<file path="src/design/pbb64rle_pkg.sv">
// Shared constants, types and character mapping for the pitch bend base64 run-length decoder.
`default_nettype none

package pbb64rle_pkg;

  localparam int CharWidth   = 8;
  localparam int SextetWidth = 6;
  localparam int SampleWidth = 12;
  localparam int RepeatWidth = 16;

  typedef logic [CharWidth-1:0]   char_t;
  typedef logic [SextetWidth-1:0] sextet_t;
  typedef logic [SampleWidth-1:0] sample_t;
  typedef logic [RepeatWidth-1:0] repeat_t;

  localparam char_t HASH_CHAR  = 8'h23;  // '#'
  localparam char_t DIGIT_LO   = 8'h30;  // '0'
  localparam char_t DIGIT_HI   = 8'h39;  // '9'
  localparam char_t UPPER_LO   = 8'h41;  // 'A'
  localparam char_t UPPER_HI   = 8'h5a;  // 'Z'
  localparam char_t LOWER_LO   = 8'h61;  // 'a'
  localparam char_t LOWER_HI   = 8'h7a;  // 'z'
  localparam char_t PLUS_CHAR  = 8'h2b;  // '+'
  localparam char_t SLASH_CHAR = 8'h2f;  // '/'

  localparam sextet_t LOWER_BASE = 6'd26;
  localparam sextet_t DIGIT_BASE = 6'd52;
  localparam sextet_t PLUS_VAL   = 6'd62;
  localparam sextet_t SLASH_VAL  = 6'd63;

  function automatic logic is_digit(input char_t c);
    is_digit = (c >= DIGIT_LO) && (c <= DIGIT_HI);
  endfunction

  // Map one character to its base64 value; anything outside the alphabet gives zero.
  function automatic sextet_t b64_value(input char_t c);
    char_t   off;
    sextet_t v;
    off = '0;
    v   = '0;
    if (is_digit(c)) begin
      off = c - DIGIT_LO;
      v   = DIGIT_BASE + off[SextetWidth-1:0];
    end else if ((c >= UPPER_LO) && (c <= UPPER_HI)) begin
      off = c - UPPER_LO;
      v   = off[SextetWidth-1:0];
    end else if ((c >= LOWER_LO) && (c <= LOWER_HI)) begin
      off = c - LOWER_LO;
      v   = LOWER_BASE + off[SextetWidth-1:0];
    end else if (c == PLUS_CHAR) begin
      v = PLUS_VAL;
    end else if (c == SLASH_CHAR) begin
      v = SLASH_VAL;
    end
    b64_value = v;
  endfunction

endpackage

`default_nettype wire

</file>
<file path="src/design/pitch_bend_base64_rle_decoder_top.sv">
// Pitch bend base64 run-length decoder: character stream in, sample/repeat requests out.
//
// Usage: one character arrives per input request (in_char_code, in_last marks the
// final character of a string). Each completed base64 pair gives one result with
// out_repeat_res = 1; a '#'-delimited run gives one result carrying the last sample
// and its repeat count. Counts are clipped to the remaining capacity (max_samples);
// a count clipped to zero gives no result. Capacity is set through the cfg_ write
// channel, which is always ready; write it only while no request is in flight.
// A result appears on the out_ channel in the cycle after the character
// that causes it is accepted. Throughput: one character per cycle while
// in_stall is low; all decoding is one pass of logic from the accepted
// character and the small string state into the result register.
// Reset (synchronous, rst_n low) clears the string state, empties the result
// register and sets max_samples to 65535. After a character with in_last set,
// the string state returns to its reset value.
// When out_stall holds a pending result, in_stall rises in the same cycle and
// the result stays put; as soon as the result register is free or being
// drained, the next character is taken.
`default_nettype none

module pitch_bend_base64_rle_decoder_top #(
  parameter int COUNT_WIDTH = 16
) (
  input  wire                      clk,
  input  wire                      rst_n,
  input  wire                      in_valid,
  output logic                     in_stall,
  input  wire  pbb64rle_pkg::char_t in_char_code,
  input  wire                      in_last,
  output logic                     out_valid,
  input  wire                      out_stall,
  output logic signed [11:0]       out_sample,
  output pbb64rle_pkg::repeat_t    out_repeat_res,
  input  wire                      cfg_valid,
  output logic                     cfg_ready,
  input  wire  pbb64rle_pkg::repeat_t cfg_max_samples
);

  import pbb64rle_pkg::*;

  localparam int CMP_W = (COUNT_WIDTH > RepeatWidth) ? COUNT_WIDTH : RepeatWidth;
  localparam int MUL_W = COUNT_WIDTH + 4;

  typedef logic [COUNT_WIDTH-1:0] count_t;
  typedef logic [CMP_W-1:0]       cmp_t;

  // Configuration and string state
  repeat_t max_samples_r;
  logic    pair_phase_r,    pair_phase_nxt;
  sextet_t high_sextet_r,   high_sextet_nxt;
  sample_t last_sample_r,   last_sample_nxt;
  logic    in_run_r,        in_run_nxt;
  logic    digits_open_r,   digits_open_nxt;
  count_t  run_count_r,     run_count_nxt;
  repeat_t emitted_count_r, emitted_count_nxt;

  // Result register
  logic    out_valid_r;
  sample_t out_sample_r;
  repeat_t out_repeat_r;

  logic    in_accept;
  logic    is_hash;
  logic    is_dig;
  sextet_t sextet;
  logic [3:0] digit_off;
  logic [MUL_W-1:0] rc_mul;
  count_t  rc_upd;
  logic    emit_req;
  cmp_t    emit_cnt;
  repeat_t room;
  cmp_t    clipped;
  repeat_t emit_val;
  logic    emit_ok;

  assign in_stall  = out_valid_r && out_stall;
  assign in_accept = in_valid && !in_stall;
  assign cfg_ready = 1'b1;

  assign is_hash   = (in_char_code == HASH_CHAR);
  assign is_dig    = is_digit(in_char_code);
  assign sextet    = b64_value(in_char_code);
  assign digit_off = 4'(in_char_code - DIGIT_LO);

  // run_count * 10 + digit, saturating at the counter's full scale
  assign rc_mul = MUL_W'({run_count_r, 3'b000}) + MUL_W'({run_count_r, 1'b0})
                + MUL_W'(digit_off);
  assign rc_upd = (rc_mul[MUL_W-1:COUNT_WIDTH] != '0) ? '1 : rc_mul[COUNT_WIDTH-1:0];

  always_comb begin
    pair_phase_nxt  = pair_phase_r;
    high_sextet_nxt = high_sextet_r;
    last_sample_nxt = last_sample_r;
    in_run_nxt      = in_run_r;
    digits_open_nxt = digits_open_r;
    run_count_nxt   = run_count_r;
    emit_req        = 1'b0;
    emit_cnt        = CMP_W'(1);
    if (in_run_r) begin
      if (is_hash) begin
        emit_req        = 1'b1;
        emit_cnt        = CMP_W'(run_count_r);
        in_run_nxt      = 1'b0;
        digits_open_nxt = 1'b0;
        run_count_nxt   = '0;
      end else begin
        if (digits_open_r && is_dig) begin
          run_count_nxt = rc_upd;
        end else begin
          digits_open_nxt = 1'b0;
        end
        if (in_last) begin
          emit_req = 1'b1;
          emit_cnt = CMP_W'(run_count_nxt);
        end
      end
    end else if (!pair_phase_r) begin
      if (is_hash) begin
        in_run_nxt      = 1'b1;
        digits_open_nxt = 1'b1;
        run_count_nxt   = '0;
      end else begin
        high_sextet_nxt = sextet;
        pair_phase_nxt  = 1'b1;
        if (in_last) begin
          // lone trailing character pairs with zero
          last_sample_nxt = {sextet, 6'b000000};
          emit_req        = 1'b1;
        end
      end
    end else begin
      last_sample_nxt = {high_sextet_r, sextet};
      pair_phase_nxt  = 1'b0;
      emit_req        = 1'b1;
    end
  end

  // Clip the count to the remaining capacity
  assign room     = (emitted_count_r < max_samples_r) ? (max_samples_r - emitted_count_r) : '0;
  assign clipped  = (emit_cnt > CMP_W'(room)) ? CMP_W'(room) : emit_cnt;
  assign emit_val = clipped[RepeatWidth-1:0];
  assign emit_ok  = emit_req && (emit_val != '0);
  assign emitted_count_nxt = emit_ok ? (emitted_count_r + emit_val) : emitted_count_r;

  always_ff @(posedge clk) begin
    if (!rst_n) begin
      max_samples_r <= '1;
    end else if (cfg_valid && cfg_ready) begin
      max_samples_r <= cfg_max_samples;
    end
  end

  always_ff @(posedge clk) begin
    if (!rst_n) begin
      pair_phase_r    <= 1'b0;
      high_sextet_r   <= '0;
      last_sample_r   <= '0;
      in_run_r        <= 1'b0;
      digits_open_r   <= 1'b0;
      run_count_r     <= '0;
      emitted_count_r <= '0;
    end else if (in_accept) begin
      if (in_last) begin
        // end of string: restart
        pair_phase_r    <= 1'b0;
        high_sextet_r   <= '0;
        last_sample_r   <= '0;
        in_run_r        <= 1'b0;
        digits_open_r   <= 1'b0;
        run_count_r     <= '0;
        emitted_count_r <= '0;
      end else begin
        pair_phase_r    <= pair_phase_nxt;
        high_sextet_r   <= high_sextet_nxt;
        last_sample_r   <= last_sample_nxt;
        in_run_r        <= in_run_nxt;
        digits_open_r   <= digits_open_nxt;
        run_count_r     <= run_count_nxt;
        emitted_count_r <= emitted_count_nxt;
      end
    end
  end

  always_ff @(posedge clk) begin
    if (!rst_n) begin
      out_valid_r <= 1'b0;
    end else if (in_accept) begin
      out_valid_r <= emit_ok;
    end else if (!out_stall) begin
      out_valid_r <= 1'b0;
    end
  end

  always_ff @(posedge clk) begin
    if (in_accept && emit_ok) begin
      out_sample_r <= last_sample_nxt;
      out_repeat_r <= emit_val;
    end
  end

  assign out_valid      = out_valid_r;
  assign out_sample     = $signed(out_sample_r);
  assign out_repeat_res = out_repeat_r;

  // A delivered result never stands for zero copies
  a_repeat_nonzero: assert property (@(posedge clk) disable iff (!rst_n)
    out_valid |-> (out_repeat_res != '0))
    else $error("result with zero repeat count");

  // A run is only opened at a pair boundary
  a_run_at_boundary: assert property (@(posedge clk) disable iff (!rst_n)
    in_run_r |-> !pair_phase_r)
    else $error("run open while a high sextet is held");

  // Digits are collected only inside a run
  a_digits_in_run: assert property (@(posedge clk) disable iff (!rst_n)
    digits_open_r |-> in_run_r)
    else $error("digit collection outside a run");

  // The final character of a string restarts the string state
  a_restart_on_last: assert property (@(posedge clk) disable iff (!rst_n)
    (in_accept && in_last) |=>
      (!in_run_r && !pair_phase_r && (emitted_count_r == '0) && (last_sample_r == '0)))
    else $error("string state not cleared after final character");

endmodule

`default_nettype wire

</file>
<file path="config.mk">
export PLATFORM = sky130hd
export DESIGN_NAME = pitch_bend_base64_rle_decoder_top
export DESIGN_NICKNAME = d
export VERILOG_FILES = /design/src/design/pbb64rle_pkg.sv /design/src/design/pitch_bend_base64_rle_decoder_top.sv
export SDC_FILE = /design/constraint.sdc
export NUM_CORES = 1
export LEC_CHECK = 0
export BUFFER_PORTS_ARGS = -buffer_cell sky130_fd_sc_hd__buf_4
export CAP_MARGIN = 20
export CORE_MARGIN = 2
export CORE_UTILIZATION = 29
export DETAILED_ROUTE_END_ITERATION = 10
export HOLD_SLACK_MARGIN = 0.15
export PLACE_DENSITY = 0.42
export SLEW_MARGIN = 0
export SYNTH_ARGS = -nofsm -noshare
export SYNTH_HDL_FRONTEND = slang
export SYNTH_SLANG_ARGS = --single-unit
</file>
<file path="constraint.sdc">
create_clock -name clk -period 11.2 [get_ports clk]
set_input_delay 3.36 -clock clk [delete_from_list [all_inputs] [get_ports clk]]
set_output_delay 3.36 -clock clk [all_outputs]
set_load 0.02 [all_outputs]
</file>
==> impl_metrics.env, run 1 <==
export IMPL_cts_setup_buffers=0
export IMPL_synth_largest_type_area_fraction_pct=17.25
export IMPL_p_clk_share_pct=39.9
export IMPL_slowest_stage="fa_1"
export IMPL_cts_root_buf="clkbuf_16"
export IMPL_nets=1161
export IMPL_areaGrowthSynthToFinish_pct=14.23
export IMPL_io_buffer_count=59
export IMPL_insertion_delay_ns=0.36
export IMPL_cts_buffer_depth=2
export IMPL_pin_count=61
export IMPL_synth_seq_cells=98
export IMPL_hold_viol_final=0
export IMPL_max_clock_freq_ghz=0.09436
export IMPL_required_ns=11.49
export IMPL_yosysSeqAreaShare_pct=27.59
export IMPL_p_comb_share_pct=15.7
export IMPL_grt_usage_pct=17.53
export IMPL_grt_setup_unrepaired="no"
export IMPL_num_antenna_cells=0
export IMPL_p_switching_w=0.0002518
export IMPL_grt_pass1_wl_microns=39910
export IMPL_slowest_delay_ns=0.60
export IMPL_hold_buffers=0
export IMPL_drt_pass1_iterations=6
export IMPL_power_frac_seq_pct=44.4
export IMPL_wl_per_cell_microns=17.94
export IMPL_htreeDepth=3
export IMPL_cts_buffers=9
export IMPL_path_class="in -> reg"
export IMPL_p_int_w=0.0006040
export IMPL_dr_first_iter_drc_count=618
export IMPL_netlist_top_cells_area="dfxtp_1, ha_1, edfxtp_1"
export IMPL_cts_tree="built"
export IMPL_timing_final_crit_share_pct=94.62
export IMPL_critPathLaunchType="input pin"
export IMPL_synth_common_cells="nand2_1, ha_1, o21ai_0, nor2_1, dfxtp_1"
export IMPL_ant_nets=0
export IMPL_status="finished clean"
export IMPL_yosysTopAreaCell="dfxtp_1"
export IMPL_dp_hpwl_microns=19710
export IMPL_fill_cells=2986
export IMPL_drive_above_1_share_pct=10.48
export IMPL_finClkSkew_ns=0.008145
export IMPL_die_area_sq_um=29370
export IMPL_synthDistinctLibCells=74
export IMPL_crit_path_max_fanout=11
export IMPL_avgSynthCellArea_sq_um=8.166
export IMPL_total_power_w=0.0008558
export IMPL_yosys_warnings=0
export IMPL_hold_path_class="reg -> reg"
export IMPL_die_h_microns=171.4
export IMPL_vias=7319
export IMPL_syn_nets=1121
export IMPL_worst_pin_slew_ns=1.028
export IMPL_worstPathArrival_ns=10.89
export IMPL_synth_most_common_cell="nand2_1"
export IMPL_tns_ns=0
export IMPL_antenna_found_initial=0
export IMPL_switching_share_pct=29.42
export IMPL_setup_viol=0
export IMPL_max_cap_viol_count=0
export IMPL_synth_ff_type="dfxtp_1"
export IMPL_drc=0
export IMPL_synth_area_sq_um=8125
export IMPL_gp_congestion=0.9111
export IMPL_start_util_pct=29.33
export IMPL_power_leakage_nw=3.990
export IMPL_end_kind="register"
export IMPL_gr_total_overflow=0
export IMPL_core_region_area_sq_um=27710
export IMPL_grt_pass1_vias=6972
export IMPL_vias_per_cell=5.161
export IMPL_clock_sinks=98
export IMPL_grt_max_degree=62
export IMPL_synth_edff_count=28
export IMPL_synthArstFlopShare_pct=0
export IMPL_routed_wl_microns=25430
export IMPL_period_needed_ns=10.60
export IMPL_slew_viol_final=0
export IMPL_ir_worst_vdd_v=0.00005561
export IMPL_die_w_microns=171.4
export IMPL_cts_clk_slew_worst_paths_ns=0.07
export IMPL_powerDensity_nw_per_um2=92.21
export IMPL_maxSlewHeadroom_pct=30.99
export IMPL_synthCells=995
export IMPL_worst_hold_slack_ns=0.4855
export IMPL_std_cell_rows=61
-- kinds of logic (layout without fill, tap and decap cells) --
group / after synthesis / in the layout / synth area share, %
fa+ha+maj: 96 / 96 / 15.15
mux: 27 / 27 / 3.342
compound gates: 315 / 315 / 25.72
other cells: 1 / 1 / 0.04615
flops: 98 / 98 / 27.59
xor+xnor: 47 / 47 / 5.066
buf+inv: 94 / 139 / 4.681
simple gates: 317 / 317 / 18.40
-- power by group through the flow --
stage               Clock, W  Sequential, W  Combinational [W]
finish              0.000341       0.000380           0.000134
global route        0.000363       0.000382           0.000149
CTS                 0.000354       0.000381           0.000135
detailed placement         0       0.000389           0.000134
global placement           0       0.000389           0.000135
floorplan                  0       0.000393          0.0000827
-- registers in the layout (all words and copies together), names as in the netlist --
signal           flops
out_repeat_res      16
emitted_count_r     16
last_sample_r       12
digits_open_r        1
pair_phase_r         1
run_count_r         16
max_samples_r       16
high_sextet_r        6
in_run_r             1
out_sample          12
out_valid            1
-- metrics by stage --
stage	instances	worst slack, ns	cell area, sq um	util (%)
after global placement	1402	0.4388	8957	32.33
after global routing	1418	0.01187	9281	33.50
final	1418	0.6026	9281	33.50
after detailed placement	1402	0.1758	8957	32.33
after CTS	1418	0.5493	9275	33.48
after floorplan	995	0.8124	8125	-
-- final cells by class --
cell class	instances	area [sq um]	area share [%]
Clock buffer	9	225.2	2.427
Clock inverter	7	92.59	0.9976
Inverter	50	187.7	2.022
Multi-Input combinational cell	803	5513	59.40
Sequential cell	98	2242	24.16
Tap cell	378	473.0	5.096
Timing Repair Buffer	73	548.0	5.905
-- metal layers --
metal	GRT usage, %	routed length [microns]	vias to the layer above
met1	24.76	12810	3429
met2	27.95	11370	148
met5	0	0	-
met4	4.311	391	0
met3	2.669	860	23
li1	-	-	3719
-- critical path, delay by kind of cell --
| family | cells | cell delay, ns |
|---|---|---|
| buf+inv | 3 | 0.30 |
| fa+ha+maj | 4 | 1.50 |
| xor+xnor | 1 | 0.16 |
| simple gates | 10 | 2.63 |
| compound gates | 13 | 2.74 |
| mux | 1 | 0.21 |
-- cell usage in the layout, fill, tap and decap left out, types with 4 or more instances in the layout --
cell,instances
nor2b_1,18
clkbuf_16,9
fa_1,4
o22ai_1,10
a21boi_0,8
o211ai_1,10
xnor2_1,30
nor3_1,13
or2_2,5
a21oi_1,65
or3_1,7
o21a_1,12
nand4_1,13
a21o_1,22
mux2i_1,26
nor2_1,77
a31oi_1,10
nand2b_1,6
a211oi_1,11
buf_4,73
o21bai_1,9
a22o_1,13
xor2_1,17
edfxtp_1,28
o211a_1,6
and2_1,15
inv_1,50
o21ai_0,76
nand2_1,117
o2111ai_1,4
nor4_1,8
o31ai_1,4
dfxtp_1,70
nand3_1,14
a22oi_1,20
ha_1,92
and3_1,10
-- timing repair --
item | CTS | global route
hold endpoints to repair | 0 | 0
gates resized for setup | 0 | 1
endpoints found under the setup margin | 0 | 2
-- final timing paths --
check / start / to / slack, ns / depth (start not counted)
max: in_char_code[3] / emitted_count_r[15]$_SDFFE_PN0P_ / 0.60 / 32
max reg2reg: run_count_r[2]$_SDFFE_PN0P_ / emitted_count_r[15]$_SDFFE_PN0P_ / 3.35 / 31
min reg2reg: max_samples_r[10]$_SDFFE_PN1P_ / max_samples_r[10]$_SDFFE_PN1P_ / 0.49 / 2
min: max_samples_r[10]$_SDFFE_PN1P_ / max_samples_r[10]$_SDFFE_PN1P_ / 0.49 / 2
Note: power is estimated with default switching activity, not from simulation.
==> run 2: changes to the inputs <==
Settings changed: REMOVE_ABC_BUFFERS from default to 1.
==> run 2 against run 1 <==
  * Cell count up 0.28%
  * Fmax up 0.51%
  * Worst hold slack worse by 0.0029 ns
  * Wire length down 3.0%
  * Sequential power about the same
  * Register-to-register slack better by 0.02 ns
  * Die area unchanged
  * Flip-flop and latch count unchanged
  * Utilization about the same
  * Critical path type unchanged
  * Largest cell class unchanged
==> impl_metrics.env, run 2 (synthesis results as in run 1) <==
export IMPL_cts_clk_slew_worst_paths_ns=0.07
export IMPL_wl_per_cell_microns=17.35
export IMPL_cp_common_cell="ha_1"
export IMPL_slowest_delay_ns=0.61
export IMPL_end_kind="register"
export IMPL_power_leakage_nw=4.000
export IMPL_grt_usage_pct=16.99
export IMPL_min_to="max_samples_r[7]$_SDFFE_PN1P_"
export IMPL_gp_congestion=0.8274
export IMPL_final_cell_mix="nand2_1, ha_1, nor2_1, o21ai_0, buf_4"
export IMPL_min_path_cells=2
export IMPL_dp_hpwl_microns=19060
export IMPL_cts_buffer_depth=2
export IMPL_ant_nets=0
export IMPL_cts_setup_buffers=0
export IMPL_slew_viol_final=0
export IMPL_cts_buffers=9
export IMPL_cp_startpoint="in_char_code[3]"
export IMPL_die_w_microns=171.4
export IMPL_cts_tree="built"
export IMPL_hold_buffers=0
export IMPL_r2r_start="run_count_r[2]$_SDFFE_PN0P_"
export IMPL_routed_wl_microns=24680
export IMPL_die_h_microns=171.4
export IMPL_total_power_w=0.0008301
export IMPL_crit_family="compound AO/OA/AOI/OAI gates"
export IMPL_antenna_found_initial=0
export IMPL_r2r_setup_slack_ns=3.37
export IMPL_crit_path_max_fanout=11
export IMPL_min_from="max_samples_r[7]$_SDFFE_PN1P_"
export IMPL_insertion_delay_ns=0.36
export IMPL_gr_total_overflow=0
export IMPL_hold_path_class="reg -> reg"
export IMPL_worstPathArrival_ns=10.84
export IMPL_final_area_sq_um=9293
export IMPL_powerDensity_nw_per_um2=89.33
export IMPL_cts_resized=0
export IMPL_tns_ns=0
export IMPL_final_common_cell="nand2_1"
export IMPL_core_region_area_sq_um=27710
export IMPL_max_clock_freq_ghz=0.09484
export IMPL_placed_cell_area_sq_um=8987
export IMPL_status="finished clean"
export IMPL_die_area_sq_um=29370
export IMPL_nets=1165
export IMPL_finClkSkew_ns=0.008841
export IMPL_grt_max_degree=62
export IMPL_timing_final_crit_share_pct=94.14
export IMPL_period_needed_ns=10.54
export IMPL_areaGrowthSynthToFinish_pct=14.37
export IMPL_required_ns=11.49
export IMPL_drt_pass1_iterations=5
export IMPL_drc=0
export IMPL_num_antenna_cells=0
export IMPL_maxSlewHeadroom_pct=41.62
export IMPL_max_cap_viol_count=0
export IMPL_grt_pass1_wl_microns=38770
export IMPL_crit_buf_inv=3
export IMPL_vias=7338
export IMPL_path_class="in -> reg"
export IMPL_critPathLaunchType="input pin"
export IMPL_slowest_stage="fa_1"
export IMPL_vias_per_cell=5.160
export IMPL_worst_pin_slew_ns=0.8757
export IMPL_reg2regPathDepth=32
export IMPL_stdcell_count=1422
export IMPL_clock_sinks=98
export IMPL_grt_setup_unrepaired="no"
export IMPL_cts_root_buf="clkbuf_16"
export IMPL_hold_viol_final=0
export IMPL_std_cell_rows=61
export IMPL_drive_above_1_share_pct=10.92
export IMPL_r2r_end="emitted_count_r[15]$_SDFFE_PN0P_"
export IMPL_setup_viol=0
export IMPL_grt_pass1_vias=6921
export IMPL_ir_worst_vdd_v=0.00006819
export IMPL_dr_first_iter_drc_count=482
export IMPL_io_buffer_count=59
export IMPL_pin_count=61
export IMPL_start_util_pct=29.33
export IMPL_htreeDepth=3
export IMPL_place_inst=1406
-- run 2: worst max path at each step --
stage	end	depth (start not counted)
4_1_cts	emitted_count_r[15]$_SDFFE_PN0P_	33
3_3_place_gp	emitted_count_r[15]$_SDFFE_PN0P_	33
5_1_grt	emitted_count_r[15]$_SDFFE_PN0P_	32
3_5_place_dp	emitted_count_r[15]$_SDFFE_PN0P_	33
2_1_floorplan	emitted_count_r[14]$_SDFFE_PN0P_	31
6_report	emitted_count_r[15]$_SDFFE_PN0P_	33
-- run 2: per-layer routing --
metal,global-route usage (%),part of all wire [%]
met4,4.385,1.8
met2,27.75,45
met1,23.40,49
met3,2.554,3.7
met5,0,0
-- run 2: power breakdown --
part	switching, W	internal [W]
combinational	0.0000835	0.0000506
clock	0.000154	0.000162
sequential	0.00000531	0.000374
-- run 2: layout make-up --
type	count	area, sq um
fillers	2925	18410
multi-input cells	803	5519
flip-flops and latches	98	2242
repair buffers	77	578.1
well taps	378	473.0
clock buffers	10	239.0
inverters	50	187.7
clock inverters	6	53.80
-- run 2: metrics by stage --
step                setup WS [ns]  util, %  hold WS, ns
global route              0.05938    33.54       0.5047
finish                     0.6559    33.54       0.4826
CTS                        0.4149    33.50       0.4870
floorplan                 -0.1518        -       0.4469
global placement           0.2886    32.44       0.4690
detailed placement         0.1048    32.44       0.4696
-- run 2: worst reg2reg max path, delay by kind of cell (launching register included) --
kind | cells | cell delay (ns)
DFF | 1 | 0.46
AOI/OAI and AO/OA | 14 | 2.70
adders and majority gates | 4 | 1.37
muxes | 1 | 0.19
and+or+nand+nor | 10 | 2.69
xor gates and xnor gates | 1 | 0.15
buffers and inverters | 2 | 0.19
==> run 3: changes to the inputs <==
Settings changed: PLACE_DENSITY 0.42 to 0.44.
Clock period 11.2 ns to 9.6 ns, I/O delays scaled along.
==> run 3 against run 2 <==
  * Clock power increased by 15%
  * Non-clock buffer count increased by 85
  * Largest cell class unchanged
  * Combinational power increased by 25%
  * Power increased by 17%
  * Global-route usage increased by 0.45 points
==> impl_metrics.env, run 3 (synthesis results as in run 1) <==
export IMPL_vias=7636
export IMPL_period_needed_ns=9.180
export IMPL_antenna_found_initial=0
export IMPL_dr_first_iter_drc_count=434
export IMPL_drt_pass1_iterations=5
export IMPL_clock_sinks=98
export IMPL_max_clock_freq_ghz=0.1089
export IMPL_die_w_microns=171.4
export IMPL_nets=1250
export IMPL_end_kind="register"
export IMPL_final_area_sq_um=10090
export IMPL_gr_total_overflow=0
export IMPL_num_antenna_cells=0
export IMPL_maxSlewHeadroom_pct=40.88
export IMPL_grt_pass1_wl_microns=40010
export IMPL_slowest_stage="fa_1"
export IMPL_start_util_pct=29.33
export IMPL_drive_above_1_share_pct=20.02
export IMPL_cts_buffers=9
export IMPL_fin_util_pct=36.44
export IMPL_placed_cell_area_sq_um=9573
export IMPL_core_region_area_sq_um=27710
export IMPL_finClkSkew_ns=0.01115
export IMPL_io_buffer_count=59
export IMPL_total_power_w=0.0009746
export IMPL_crit_family="compound AO/OA/AOI/OAI gates"
export IMPL_grt_usage_pct=17.44
export IMPL_grt_pass1_vias=7307
export IMPL_crit_buf_inv=5
export IMPL_timing_final_crit_share_pct=95.63
export IMPL_areaGrowthSynthToFinish_pct=24.24
export IMPL_cts_buffer_depth=2
export IMPL_tns_ns=0
export IMPL_ir_worst_vdd_v=0.00006989
export IMPL_worst_pin_slew_ns=0.8868
export IMPL_powerDensity_nw_per_um2=96.55
export IMPL_slowest_delay_ns=0.53
export IMPL_routed_wl_microns=25390
export IMPL_die_area_sq_um=29370
export IMPL_vias_per_cell=5.067
export IMPL_htreeDepth=3
export IMPL_status="finished clean"
export IMPL_setup_viol=0
export IMPL_required_ns=9.89
export IMPL_final_common_cell="buf_4"
export IMPL_drc=0
export IMPL_crit_path_max_fanout=5
export IMPL_cts_tree="built"
export IMPL_pin_count=61
export IMPL_max_cap_viol_count=0
export IMPL_final_cell_mix="buf_4, nand2_1, ha_1"
export IMPL_power_leakage_nw=4.423
export IMPL_die_h_microns=171.4
export IMPL_std_cell_rows=61
export IMPL_hold_viol_final=0
export IMPL_dp_hpwl_microns=19550
export IMPL_ant_nets=0
export IMPL_grt_max_degree=62
export IMPL_cp_common_cell="buf_4"
export IMPL_slew_viol_final=0
export IMPL_hold_buffers=0
export IMPL_worstPathArrival_ns=9.47
export IMPL_critPathLaunchType="input pin"
export IMPL_cts_root_buf="clkbuf_16"
export IMPL_cts_clk_slew_worst_paths_ns=0.08
export IMPL_insertion_delay_ns=0.36
export IMPL_gp_congestion=0.8478
export IMPL_hold_path_class="reg -> reg"
export IMPL_wl_per_cell_microns=16.85
export IMPL_path_class="in -> reg"
==> run 3: changes by cell type in the layout (fill, tap and decap cells not counted), moves of 5 or more <==
cell	before	now
a21oi_1	65	59
ha_1	92	87
buf_4	77	161
o21ai_0	77	72
a21oi_2	1	7
==> run 3: layout make-up <==
cell class,count,area [sq um]
Fill cell,2918,17610
Multi-Input combinational cell,803,5690
Sequential cell,98,2242
Timing Repair Buffer,162,1214
Tap cell,378,473.0
Clock buffer,9,225.2
Inverter,50,187.7
Clock inverter,7,62.56
==> run 3: path summary, 6_finish.rpt <==
path | start | to | slack (ns) | cells past startpoint
max | in_char_code[3] | emitted_count_r[15]$_SDFFE_PN0P_ | 0.42 | 33
min | emitted_count_r[7]$_SDFFE_PN0P_ | emitted_count_r[7]$_SDFFE_PN0P_ | 0.48 | 2
max reg2reg | run_count_r[0]$_SDFFE_PN0P_ | emitted_count_r[15]$_SDFFE_PN0P_ | 2.46 | 32
min reg2reg | emitted_count_r[7]$_SDFFE_PN0P_ | emitted_count_r[7]$_SDFFE_PN0P_ | 0.48 | 2
==> run 3: power by group <==
part           internal, W  switching, W  total, W
combinational    0.0000662      0.000101  0.000167
clock             0.000181      0.000184  0.000364
sequential        0.000437    0.00000616  0.000443
==> run 3: per-stage QoR <==
step	hold slack, ns	worst slack, ns	instances
floorplan	0.4469	-1.272	951
global placement	0.4685	-0.3644	1484
detailed placement	0.4687	-0.5262	1484
CTS	0.4843	0.006619	1501
global route	0.5097	-0.03718	1507
finish	0.4796	0.4196	1507
==> run 3: tightest hold or removal path: stages (launching register included) <==
cell and delay, ns:
dfxtp_1 0.33, nand2_1 0.06, mux2i_1 0.05
==> run 3: repair_timing <==
item | in CTS | in global routing
hold endpoints to repair | 0 | 0
setup buffers | 1 | 5
pin swaps | 2 | 26
setup endpoints to repair | 4 | 7
gates resized for setup | 8 | 31
==> run 3: layer usage <==
| layer | vias to the layer above | wire [microns] | global-route usage [%] |
|---|---|---|---|
| met5 | - | 0 | 0 |
| met4 | 0 | 493 | 4.790 |
| met3 | 25 | 643 | 2.025 |
| met2 | 112 | 11800 | 28.94 |
| met1 | 3606 | 12460 | 23.92 |
| li1 | 3893 | - | - |
